### config.mk
export PLATFORM = sky130hd
export DESIGN_NAME = bounded_list_insert_search_remove_top
export DESIGN_NICKNAME = d
export VERILOG_FILES = /design/src/rtl/core/blisr_pkg.sv /design/src/rtl/core/bounded_list_insert_search_remove_top.sv
export VERILOG_INCLUDE_DIRS = /design/src /design/src/rtl/core
export SDC_FILE = /design/constraint.sdc
export NUM_CORES = 1
export LEC_CHECK = 0
export BUFFER_PORTS_ARGS = -buffer_cell sky130_fd_sc_hd__buf_4
export CORE_UTILIZATION = 44
export DETAILED_ROUTE_END_ITERATION = 7
export SLEW_MARGIN = 40
export SYNTH_ARGS = -nofsm -noshare
export SYNTH_HDL_FRONTEND = slang
export SYNTH_SLANG_ARGS = --single-unit
### constraint.sdc
create_clock -name clk_i -period 4.9 [get_ports clk_i]
set_input_delay 0.245 -clock clk_i [delete_from_list [all_inputs] [get_ports clk_i]]
set_output_delay 0.245 -clock clk_i [all_outputs]
set_load 0.005 [all_outputs]
### src/rtl/core/bounded_list_insert_search_remove_top_assert.svh
// Assertion macros for the bounded list core.
// Expects clk_i and rst_ni in the scope where the macros are used.
`ifndef BOUNDED_LIST_INSERT_SEARCH_REMOVE_TOP_ASSERT_SVH
`define BOUNDED_LIST_INSERT_SEARCH_REMOVE_TOP_ASSERT_SVH

// Property that must hold at every clock edge out of reset.
`define BLISR_ASSERT(label, prop, msg) \
  label: assert property (@(posedge clk_i) disable iff (!rst_ni) (prop)) \
    else $error(msg);

// Consequent must hold in the cycle after the antecedent.
`define BLISR_ASSERT_NEXT(label, ante, cons, msg) \
  label: assert property (@(posedge clk_i) disable iff (!rst_ni) (ante) |=> (cons)) \
    else $error(msg);

`endif

### src/rtl/core/blisr_pkg.sv
// Shared constants and codes for the bounded list core.
// No dependencies.
`default_nettype none

package blisr_pkg;

  localparam int unsigned DefaultDepth = 16;

  localparam int unsigned OpW     = 2;
  localparam int unsigned ValueW  = 32;
  localparam int unsigned ModeW   = 2;
  localparam int unsigned StatusW = 2;
  localparam int unsigned CountW  = 5;

  localparam int unsigned InDataW  = 40;
  localparam int unsigned OutDataW = 16;

  localparam logic [OpW-1:0] OpInsert = 2'd0;
  localparam logic [OpW-1:0] OpQuery  = 2'd1;
  localparam logic [OpW-1:0] OpRemove = 2'd2;

  // Any other mode code compares as greater.
  localparam logic [ModeW-1:0] ModeLess  = 2'd0;
  localparam logic [ModeW-1:0] ModeEqual = 2'd1;

  localparam logic [StatusW-1:0] StatusOk      = 2'd0;
  localparam logic [StatusW-1:0] StatusFull    = 2'd1;
  localparam logic [StatusW-1:0] StatusNoMatch = 2'd2;

endpackage

`default_nettype wire

### src/rtl/core/bounded_list_insert_search_remove_top.sv
// Bounded front-insert list with search and remove, single module core.
// Depends on blisr_pkg and bounded_list_insert_search_remove_top_assert.svh.
//
//  channel   | dir | tdata (low bit up)                         | tuser
//  ----------+-----+--------------------------------------------+----------
//  s_axis    | in  | value[31:0] mode[33:32], zero to bit 39    | op[1:0]
//  m_axis    | out | found[0] status[2:1] count[7:3] is_empty[8] | -
//
// Insert, no-op and any walk of an empty list go straight to StDone, which
// loads the result register and returns to idle to take input again.
// Query and remove walk the entries from the front one per cycle through the
// single read port; a remove then moves every later entry one slot forward,
// one per cycle. A walk ends at a query hit or at the last stored entry.
// Reset clears control state, count and head pointer only, no clearing pass;
// a held result stalls only the hand-over of the next finished result.
`default_nettype none

`include "bounded_list_insert_search_remove_top_assert.svh"

module bounded_list_insert_search_remove_top #(
  parameter int unsigned DEPTH = blisr_pkg::DefaultDepth
) (
  input  wire logic                           clk_i,
  input  wire logic                           rst_ni,
  input  wire logic                           s_axis_tvalid,
  output logic                                s_axis_tready,
  // value[31:0], mode[33:32], zeros [39:34]
  input  wire logic [blisr_pkg::InDataW-1:0]  s_axis_tdata,
  // op[1:0]
  input  wire logic [blisr_pkg::OpW-1:0]      s_axis_tuser,
  output logic                                m_axis_tvalid,
  input  wire logic                           m_axis_tready,
  // found[0], status[2:1], count[7:3], is_empty[8], zeros [15:9]
  output logic [blisr_pkg::OutDataW-1:0]      m_axis_tdata
);
  import blisr_pkg::*;

  localparam int unsigned AddrW = (DEPTH > 1) ? $clog2(DEPTH) : 1;
  localparam int unsigned CntW  = $clog2(DEPTH + 1);
  localparam logic [AddrW-1:0] LastAddr  = AddrW'(DEPTH - 1);
  localparam logic [CntW-1:0]  FullCount = CntW'(DEPTH);

  typedef enum logic [3:0] {
    StIdle  = 4'b0001,
    StScan  = 4'b0010,
    StShift = 4'b0100,
    StDone  = 4'b1000
  } state_e;

  // Control state
  state_e              state_q, state_d;
  logic [AddrW-1:0]    head_q, head_d;
  logic [CntW-1:0]     count_q, count_d;
  logic                m_valid_q, m_valid_d;

  // Payload state
  logic [OpW-1:0]      op_q, op_d;
  logic [ValueW-1:0]   value_q, value_d;
  logic [ModeW-1:0]    mode_q, mode_d;
  logic [AddrW-1:0]    scan_addr_q, scan_addr_d;
  logic [AddrW-1:0]    scan_idx_q, scan_idx_d;
  logic [AddrW-1:0]    dst_q, dst_d;
  logic                res_found_q, res_found_d;
  logic [StatusW-1:0]  res_status_q, res_status_d;
  logic [OutDataW-1:0] m_data_q, m_data_d;

  // Entry memory, one write and one registered read port
  logic [ValueW-1:0]   mem_q [DEPTH];
  logic [ValueW-1:0]   rdata_q;
  logic                rd_en, wr_en;
  logic [AddrW-1:0]    rd_addr, wr_addr;
  logic [ValueW-1:0]   wr_data;

  logic                in_fire;
  logic [OpW-1:0]      in_op;
  logic [ValueW-1:0]   in_value;
  logic [ModeW-1:0]    in_mode;
  logic [AddrW-1:0]    scan_addr_nxt;
  logic [AddrW-1:0]    head_dec;
  logic                scan_last;
  logic                cmp_lt, cmp_eq, match;

  assign s_axis_tready = (state_q == StIdle);
  assign in_fire       = s_axis_tvalid && s_axis_tready;
  assign in_op         = s_axis_tuser;
  assign in_value      = s_axis_tdata[ValueW-1:0];
  assign in_mode       = s_axis_tdata[ValueW+ModeW-1:ValueW];

  assign m_axis_tvalid = m_valid_q;
  assign m_axis_tdata  = m_data_q;

  // Circular addressing: logical slot 0 is at head_q
  assign scan_addr_nxt = (scan_addr_q == LastAddr) ? '0 : scan_addr_q + AddrW'(1);
  assign head_dec      = (head_q == '0) ? LastAddr : head_q - AddrW'(1);
  assign scan_last     = ((CntW'(scan_idx_q) + CntW'(1)) == count_q);

  // Shared compare unit: entry from memory against the latched operand
  assign cmp_lt = $signed(rdata_q) < $signed(value_q);
  assign cmp_eq = (rdata_q == value_q);

  always_comb begin
    if (op_q == OpQuery) begin
      match = cmp_eq;
    end else begin
      case (mode_q)
        ModeLess:  match = cmp_lt;
        ModeEqual: match = cmp_eq;
        default:   match = !cmp_lt && !cmp_eq;
      endcase
    end
  end

  always_comb begin
    state_d      = state_q;
    head_d       = head_q;
    count_d      = count_q;
    m_valid_d    = m_valid_q;
    op_d         = op_q;
    value_d      = value_q;
    mode_d       = mode_q;
    scan_addr_d  = scan_addr_q;
    scan_idx_d   = scan_idx_q;
    dst_d        = dst_q;
    res_found_d  = res_found_q;
    res_status_d = res_status_q;
    m_data_d     = m_data_q;
    rd_en        = 1'b0;
    rd_addr      = scan_addr_nxt;
    wr_en        = 1'b0;
    wr_addr      = dst_q;
    wr_data      = rdata_q;

    // Drop the held result once the sink takes it
    if (m_valid_q && m_axis_tready) begin
      m_valid_d = 1'b0;
    end

    case (state_q)
      StIdle: begin
        if (in_fire) begin
          op_d         = in_op;
          value_d      = in_value;
          mode_d       = in_mode;
          res_found_d  = 1'b0;
          res_status_d = StatusOk;
          state_d      = StDone;
          case (in_op)
            OpInsert: begin
              if (count_q == FullCount) begin
                res_status_d = StatusFull;
              end else begin
                wr_en   = 1'b1;
                wr_addr = head_dec;
                wr_data = in_value;
                head_d  = head_dec;
                count_d = count_q + CntW'(1);
              end
            end
            OpQuery, OpRemove: begin
              if (count_q == '0) begin
                res_status_d = (in_op == OpRemove) ? StatusNoMatch : StatusOk;
              end else begin
                rd_en       = 1'b1;
                rd_addr     = head_q;
                scan_addr_d = head_q;
                scan_idx_d  = '0;
                state_d     = StScan;
              end
            end
            default: ;
          endcase
        end
      end

      StScan: begin
        if (match) begin
          res_found_d = 1'b1;
          if (op_q == OpQuery) begin
            state_d = StDone;
          end else if (scan_last) begin
            // Hit on the last entry: nothing behind it to move
            count_d = count_q - CntW'(1);
            state_d = StDone;
          end else begin
            dst_d       = scan_addr_q;
            rd_en       = 1'b1;
            scan_addr_d = scan_addr_nxt;
            scan_idx_d  = scan_idx_q + AddrW'(1);
            state_d     = StShift;
          end
        end else if (scan_last) begin
          res_status_d = (op_q == OpRemove) ? StatusNoMatch : StatusOk;
          state_d      = StDone;
        end else begin
          rd_en       = 1'b1;
          scan_addr_d = scan_addr_nxt;
          scan_idx_d  = scan_idx_q + AddrW'(1);
        end
      end

      StShift: begin
        // Move the entry just read one slot toward the front
        wr_en = 1'b1;
        if (scan_last) begin
          count_d = count_q - CntW'(1);
          state_d = StDone;
        end else begin
          dst_d       = scan_addr_q;
          rd_en       = 1'b1;
          scan_addr_d = scan_addr_nxt;
          scan_idx_d  = scan_idx_q + AddrW'(1);
        end
      end

      StDone: begin
        if (!m_valid_q || m_axis_tready) begin
          m_valid_d = 1'b1;
          m_data_d  = '0;
          m_data_d[0]   = res_found_q;
          m_data_d[2:1] = res_status_q;
          m_data_d[7:3] = CountW'(count_q);
          m_data_d[8]   = (count_q == '0);
          state_d   = StIdle;
        end
      end

      default: begin
        state_d = StIdle;
      end
    endcase
  end

  always_ff @(posedge clk_i or negedge rst_ni) begin
    if (!rst_ni) begin
      state_q   <= StIdle;
      head_q    <= '0;
      count_q   <= '0;
      m_valid_q <= 1'b0;
    end else begin
      state_q   <= state_d;
      head_q    <= head_d;
      count_q   <= count_d;
      m_valid_q <= m_valid_d;
    end
  end

  always_ff @(posedge clk_i) begin
    op_q         <= op_d;
    value_q      <= value_d;
    mode_q       <= mode_d;
    scan_addr_q  <= scan_addr_d;
    scan_idx_q   <= scan_idx_d;
    dst_q        <= dst_d;
    res_found_q  <= res_found_d;
    res_status_q <= res_status_d;
    m_data_q     <= m_data_d;
  end

  always_ff @(posedge clk_i) begin
    if (wr_en) begin
      mem_q[wr_addr] <= wr_data;
    end
    if (rd_en) begin
      rdata_q <= mem_q[rd_addr];
    end
  end

  `BLISR_ASSERT(a_count_bound, count_q <= FullCount, "entry count above depth")
  `BLISR_ASSERT_NEXT(a_insert_grows,
    in_fire && (in_op == OpInsert) && (count_q != FullCount),
    count_q == ($past(count_q) + CntW'(1)), "insert did not grow the count")
  `BLISR_ASSERT(a_walk_in_range,
    !((state_q == StScan) || (state_q == StShift)) || (CntW'(scan_idx_q) < count_q),
    "walk index beyond stored entries")
  `BLISR_ASSERT(a_shift_only_remove, (state_q != StShift) || (op_q == OpRemove),
    "entry move outside a remove")
  `BLISR_ASSERT(a_result_from_done, !$rose(m_valid_q) || $past(state_q == StDone),
    "result presented without a finished operation")

endmodule

`default_nettype wire
==> impl_results.md, run 1 <==
* Crit Path Class: reg2reg
* Number of synthesized register bits at 618
* Total Nets Final at between 1.5k and 2k
* Post-Synth XOR/XNOR Area at 0.490%
* Top post-synthesis cells by count: edfxtp_1 (604), mux4_2 (128), nand2_1 (118), mux2i_1 (100), ha_1 (42)
* Largest net degree at the start of global routing at 63
* Met2 WL at 27.5 mm
* # setup viols final at 0
* R2R Path End: dst_q[0]
* WHS at 0.120 ns
* CP Capture Type: register
* Power per cell area at ~580 nW/um^2
* Hold violation count in the final report at 0
* CTS H-tree depth at 2
* Post-route DRC violation count at 0
* Antenna diodes at 0
* Adder-cell share of the synthesized area at 2.18%
* Share of the synthesized area in the top cell type at 72.4%
* Worst R2R Start: rdata_q[14]
* Maximum fanout along the worst path at 4
* Largest area contributor in the netlist: edfxtp_1
* Worst hold path class: in2async
* WL met3 at 2.45 mm
* Setup crit start kind: register
* Synthesized cell area at 25,000 um^2
* Chip Height at 241 um
* Worst-path clk slew at 0.06 ns
* Data arrival, critical path at 3.94 ns
* DP HPWL at 30.7 mm
* Layout cells sized above 1 at about 25%
* Crit share post-route at around 75%
* Final TNS setup at 0 ns
* Sequential fraction of the synthesis area at 73.8%
* Vias in the first global route at 12.8k
* Via count at 12.5k
* Final Cell Area at 29,500 um^2
* Clk buf depth at 3
* Worst path slowest cell: nor3b_1
* PortBufs at 50
* Die width at 241 um
* Max Clock Skew at 0.0232 ns
* Postcts setup bufs at 0
* Clock sink count at roughly 620
* Slew Viols, Final at 0
* P_leak at 10.2 nW
* Main combinational cell family by area after synthesis: multiplexers
* Rows at 87
* Global route overflow at 0
* Utilization after layout at 52.4%
* Max-slew headroom at 42.3%
* Post-synth EDFFs at 604
* Syn Inst Count at 1,304
* Core footprint at 56,300 um^2
* Routed len/inst at 24.3 um
* Layout area overhead at 17.8%
* Unrepaired setup endpoints after global routing: no
* Max Clock Freq at 272 MHz
* Synth area leaders: edfxtp_1 (72%), mux4_2 (12%), mux2i_1 (4.0%), ha_1 (2.1%), nand2_1 (1.8%)
* CTS tree: built
* Top_reg_cell synth: edfxtp_1
* Fin crit period at 3.68 ns
* Die Area at 57,900 um^2
* Worst Max-Slew Pin Slew at 0.866 ns
* Top-count cell post-synth: edfxtp_1
* Max rail drop VDD at 0.350 mV
* Worst path max stage delay at about 0.6 ns
* GRT Util Overall at between 10% and 20%
* Crit path cell chain: ha_1, nand4_1, nor2_1, a221o_1, o31ai_1, nor3b_1, nor3_1, nor3_1
* Routed WL at 55.2 mm
* Vias per cell at 5.51
* Critical Path RT at 5.16 ns
* Post-synthesis compound-gate area fraction at slightly below 2%
* Multiplexer area fraction after synthesis at 15.6%
* TritonCTS Buffers at roughly 60
* IO Count at 64
* First-pass GRT wire length at approximately 80 mm
* Most used cell, CP: nor3_1
* R2R Setup Slk at 1.22 ns
* Ys async rst share at 2.27%
* Initial antenna violation count at 0
* Critical path destination: dst_q[0]
* Initial DRC count at 1,149
* Simple logic cell fraction of the synthesized area at 3.97%
* Worst skew pair latency at around 0.63 ns
* Met1 WL at approximately 24 mm
* Starting density of the core at 44.5%
* Worst reg2reg path depth at 8
* Detail Route Antenna Nets at 0
* Synth cell types at slightly above 60
* # hold bufs at CTS at 40
* Syn. warnings at 0
* DP Area at 26,800 um^2
* Critical path launch point: rdata_q[14]
* Status: complete, no violations
* Placer Congestion at 0.776
* Max Cap Violations at 0
* Mapped Avg Cell Area at 19.2 um^2
* Clk root buf: clkbuf_16
* Highest Signal Layer: met4
* 1st-pass router iterations at 5
* CTS resizes at 0
## registers in the layout (all words and copies together) (netlist names), 4 cells and up
register      flops
mem_q           512
rdata_q          32
value_q          32
m_axis_tdata      9
count_q           5
dst_q             4
head_q            4
scan_addr_q       4
scan_idx_q        4
state_q           4
## layout make-up
class | instances | area [um^2]
Multi-Input combinational cell | 589 | 6290
Fill cell | 4452 | 26800
Clock buffer | 67 | 1590
Clock inverter | 48 | 653
Timing Repair Buffer | 150 | 1350
Inverter | 46 | 173
Tap cell | 756 | 946
Sequential cell | 618 | 18500
## cell families after synthesis
logic type | after synthesis
AOI/OAI and AO/OA | 76
xor gates and xnor gates | 14
adders and majority gates | 43
buffers and inverters | 103
DFF | 618
muxes | 231
other | 1
and+or+nand+nor | 218
## critical path: cells and delay by family (launching register included)
| family | cells | cell delay (ns) |
|---|---|---|
| simple gates | 5 | 1.80 |
| compound gates | 2 | 0.77 |
| flops | 1 | 0.42 |
| fa+ha+maj | 1 | 0.34 |
## per-stage QoR
| stage | setup WS (ns) | power, mW | instances |
|---|---|---|---|
| final | 1.22 | 17.0 | 2274 |
| after global routing | 1.04 | 17.7 | 2274 |
| after CTS | 1.22 | 17.1 | 2274 |
| after detailed placement | 1.25 | 11.9 | 2119 |
| after global placement | 1.28 | 11.8 | 2117 |
| after floorplan | 0.914 | 10.5 | 1310 |
## layer usage
metal	GRT usage (%)	vias up
li1	-	5537
met1	27.1	6597
met2	32.9	296
met3	2.58	92
met4	6.33	0
met5	0	-
## where the power goes
group          leakage [nW]  internal [mW]  switching [mW]
logic                  3.52           2.04            2.67
registers              5.64           6.84           0.221
clock network          1.09           3.18            2.01
## how the worst min path moves through the flow
stage,slack (ns),end,from
CTS,0.08,state_q[0],rst_ni
floorplan,-0.05,count_q[0],rst_ni
global route,0.12,state_q[0],rst_ni
global placement,0.12,count_q[2],rst_ni
detailed placement,0.12,count_q[3],rst_ni
finish,0.12,state_q[0],rst_ni
## cell usage in the layout, fill, tap and decap left out, drive strengths merged, types with 5 or more instances in the layout
master,synthesis,final
clkbuf,12,67
edfxtp,604,604
xor2,5,5
dlygate4sd3,0,40
inv,46,47
nand3,11,11
buf,45,110
xnor2,9,9
nand2,118,118
bufinv,0,16
conb,1,7
nand4,8,8
o21ai,17,17
mux2i,100,100
clkinvlp,0,5
mux4,128,128
nor2,38,38
dfrtp,13,13
nand2b,6,6
clkinv,0,26
a21oi,28,28
nor3,8,8
ha,42,42
No activity file was read; power rests on OpenSTA's default activity.
==> inputs of run 2 (changes only) <==
--- a/config.mk
+++ b/config.mk
@@ -6,6 +6,7 @@
 export SDC_FILE = /design/constraint.sdc
 export NUM_CORES = 1
 export LEC_CHECK = 0
+export ABC_AREA = 1
 export BUFFER_PORTS_ARGS = -buffer_cell sky130_fd_sc_hd__buf_4
 export CORE_UTILIZATION = 44
 export DETAILED_ROUTE_END_ITERATION = 7
==> constraint.sdc (replaced) <==
create_clock -name clk_i -period 3.83 [get_ports clk_i]
set_input_delay 0.1915 -clock clk_i [delete_from_list [all_inputs] [get_ports clk_i]]
set_output_delay 0.1915 -clock clk_i [all_outputs]
set_load 0.005 [all_outputs]
==> impl_results.md, run 2 <==
* Layout Cells excl Fill at 3,107 (+37%)
* Vias per cell at 5.39 (-2.1%)
* Rows at 89 (+2.3%)
* Worst path slowest cell: nor4_1
* Hold violation count in the final report at 0 (unchanged)
* Synth cell types at 44 (-28%)
* Fin crit period at 3.27 ns (-0.412 ns)
* Initial DRC count at 1,487 (+29%)
* CTS tree: built
* CP Capture Type: register
* IO Count at 64 (unchanged)
* Top-count cell post-synth: edfxtp_1
* Placer Congestion at 0.800 (+3.1%)
* Data arrival, critical path at 3.48 ns (-0.46 ns)
* Largest registers: mem_q: 512 flops, rdata_q: 32 flops, value_q: 32 flops
* Vias in the first global route at 16.1k (+26%)
* Clock sink count at 618 (unchanged)
* Worst skew pair latency at 0.60 ns (-0.03 ns)
* Synth area leaders: edfxtp_1 (68%), o211ai_1 (6.8%), nand2_1 (6.3%), inv_1 (4.4%), nand3_1 (4.1%)
* Routed len/inst at 21.3 um (-12%)
* Slew Viols, Final at 0 (unchanged)
* 1st-pass router iterations at 6 (+1)
* Post-route DRC violation count at 0 (unchanged)
* Initial antenna violation count at 1 (+1)
* Crit share post-route at 85.3% (+10 points)
* Layout cells sized above 1 at 11.3% (-14 points)
* Chip Height at 248 um (+3.2%)
* Critical Path RT at 4.04 ns (-1.12 ns)
* First-pass GRT wire length at 99.1 mm (+21%)
* Core footprint at 59,500 um^2 (+5.7%)
* # fillers at 5,013 (+13%)
* Via count at 16.7k (+34%)
* Post-Place Cells at 2,955 (+39%)
* Maximum fanout along the worst path at 32 (+28)
* R2R Path End: rdata_q[23]
* Top_reg_cell synth: edfxtp_1
* Layout area overhead at 14.5%
* Post-synth EDFFs at 604 (unchanged)
* Post-placement setup slack at 0.639 ns (-0.608 ns)
* Max Clock Skew at 0.0263 ns (+0.00305 ns)
* Detail Route Antenna Nets at 0 (unchanged)
* Clk buf depth at 3 (unchanged)
* Total Nets Final at 2,379 (+53%)
* Max Clock Freq at 306 MHz (+13%)
* Status: complete, no violations
* Worst reg2reg path depth at 6 (-2)
* Utilization after layout at 51.3% (-1.1 points)
* Max reg flops at 512 (unchanged)
* Final Power at 27.0 mW (+59%)
* Syn Inst Count at 2,183 (+67%)
* WL met3 at 4.18 mm (+70%)
* Max rail drop VDD at 2.42 mV (+590%)
* DP HPWL at 36.4 mm (+18%)
* GRT Util Overall at 21.9% (+2.2 points)
* R2R Setup Slk at 0.56 ns (-0.66 ns)
* Leading cell type in the layout, fill and taps excluded: edfxtp_1
* Most frequent cells in the layout: edfxtp_1 (604), nand2_1 (446), inv_1 (315), o211ai_1 (240), nand3_1 (218)
* Top post-synthesis cells by count: edfxtp_1 (604), nand2_1 (446), inv_1 (315), o211ai_1 (240), nand3_1 (219)
* CTS H-tree depth at 3 (+1)
* Final TNS setup at 0 ns (unchanged)
* Worst path max stage delay at 0.77 ns (+0.17 ns)
* Sequential fraction of the synthesis area at 69.3% (-4.5 points)
* Worst-path clk slew at 0.06 ns (about the same)
* Ys async rst share at 2.27% (unchanged)
* PortBufs at 50 (unchanged)
* Antenna diodes at 0 (unchanged)
* Largest area contributor in the netlist: edfxtp_1
* Max Cap Violations at 0 (unchanged)
* Met1 WL at 28.4 mm (+19%)
* Max-slew headroom at 42.3% (+0.064 points)
* Die Area at 61,600 um^2 (+6.4%)
* Clk root buf: clkbuf_16
* Unrepaired setup endpoints after global routing: no
* Number of synthesized register bits at 618 (unchanged)
* Worst R2R Start: state_q[3]
* Met2 WL at 31.9 mm (+16%)
* Power per cell area at 884 nW/um^2 (+54%)
* Share of the synthesized area in the top cell type at 68.0% (-4.4 points)
* Largest net degree at the start of global routing at 129 (+100%)
* Synthesized cell area at 26,700 um^2 (+6.5%)
* P_leak at 11.6 nW (+13%)
* Syn. warnings at 0 (unchanged)
* Biggest register: mem_q
* Setup WS post-layout at 0.561 ns (-0.658 ns)
* Worst Max-Slew Pin Slew at 0.857 ns (-0.00887 ns)
* Worst hold path class: in2async
* Setup crit start kind: register
* Die width at 248 um (+3.2%)
* Crit path cell chain: nor4_1, nor2_1, nand2_1, o21ai_0, nor4_4, buf_4
* Global route overflow at 0 (unchanged)
* Crit Path Class: reg2reg
* Routed WL at 66.0 mm (+20%)
* # setup viols final at 0 (unchanged)
* TritonCTS Buffers at 66 (+8.2%)
* Starting density of the core at 44.8% (+0.35 points)
* Mapped Avg Cell Area at 12.2 um^2 (-36%)
* Highest Signal Layer: met4
==> run 2: changes by cell type in the layout (fill, tap and decap cells not counted), moves of 7 or more <==
| cell | change |
|---|---|
| nand2_1 | +329 |
| inv_1 | +274 |
| o211ai_1 | +239 |
| nand3_1 | +209 |
| mux4_2 | -128 |
| mux2i_1 | -96 |
| o21ai_0 | +19 |
| or2_2 | +17 |
| bufinv_16 | -11 |
| clkbuf_1 | +11 |
| clkinv_2 | -8 |
| o21ai_2 | +7 |
==> run 2: cell families (layout without fill, tap and decap cells) <==
group,count (synthesis),in the layout,synth area share [%]
XOR/XNOR,11,11,0.361
other,1,7,0.0141
buffers and inverters,438,583,7.41
flip-flops,618,618,69.3
AND/OR/NAND/NOR,750,750,12.3
AO/OA/AOI/OAI,322,322,8.52
adder cells (fa/ha/maj),43,43,2.05
==> run 2: stage by stage <==
stage,hold slack [ns],cell area [um^2]
final,0.0861,30500
after global routing,0.0964,30500
after CTS,0.0657,30500
after detailed placement,0.0600,28100
after global placement,0.0617,28100
after floorplan,-0.104,26700
==> run 2: worst max-delay path by stage <==
stage | from | endpoint | slack (ns) | cells past startpoint
floorplan | state_q[0] | mem_q[12][0] | 0.09 | 8
global placement | state_q[0] | mem_q[3][4] | 0.68 | 10
detailed placement | state_q[0] | mem_q[7][25] | 0.64 | 10
CTS | state_q[3] | rdata_q[23] | 0.60 | 6
global route | state_q[3] | mem_q[7][22] | 0.42 | 11
finish | state_q[3] | rdata_q[23] | 0.56 | 6
==> run 2: layout make-up <==
type                            count  area, um^2  area share, %
Clock inverter                     28         268          0.877
Tap cell                          773         967           3.17
Inverter                          319        1200           3.93
Multi-Input combinational cell   1133        6410           21.0
Sequential cell                   618       18500           60.6
Timing Repair Buffer              152        1400           4.60
Clock buffer                       84        1780           5.84
==> run 2: what timing repair did <==
item / 4_1_cts / 5_1_grt
hold buffers: 40 / 0
resized for setup: 0 / 0
buffers inserted: 0 / 0
hold endpoints to repair: 53 / 0
==> run 2: critical path: cells and delay by family (launching register included) <==
family | cells | cell delay (ns)
compound gates | 1 | 0.25
buf+inv | 1 | 0.63
flops | 1 | 0.42
simple gates | 4 | 1.56
==> run 2: power by group <==
group	total [mW]	internal [mW]	switching, mW
sequential	9.59	9.22	0.373
clock	6.17	3.62	2.55
combinational	11.2	3.37	7.87
total	27.0	16.2	10.8
==> run 2: per-layer routing <==
metal / vias up / global-route usage (%)
met4: 0 / 7.25
met3: 101 / 2.74
li1: 7892 / -
met2: 550 / 36.4
met5: - / 0
met1: 8201 / 29.9
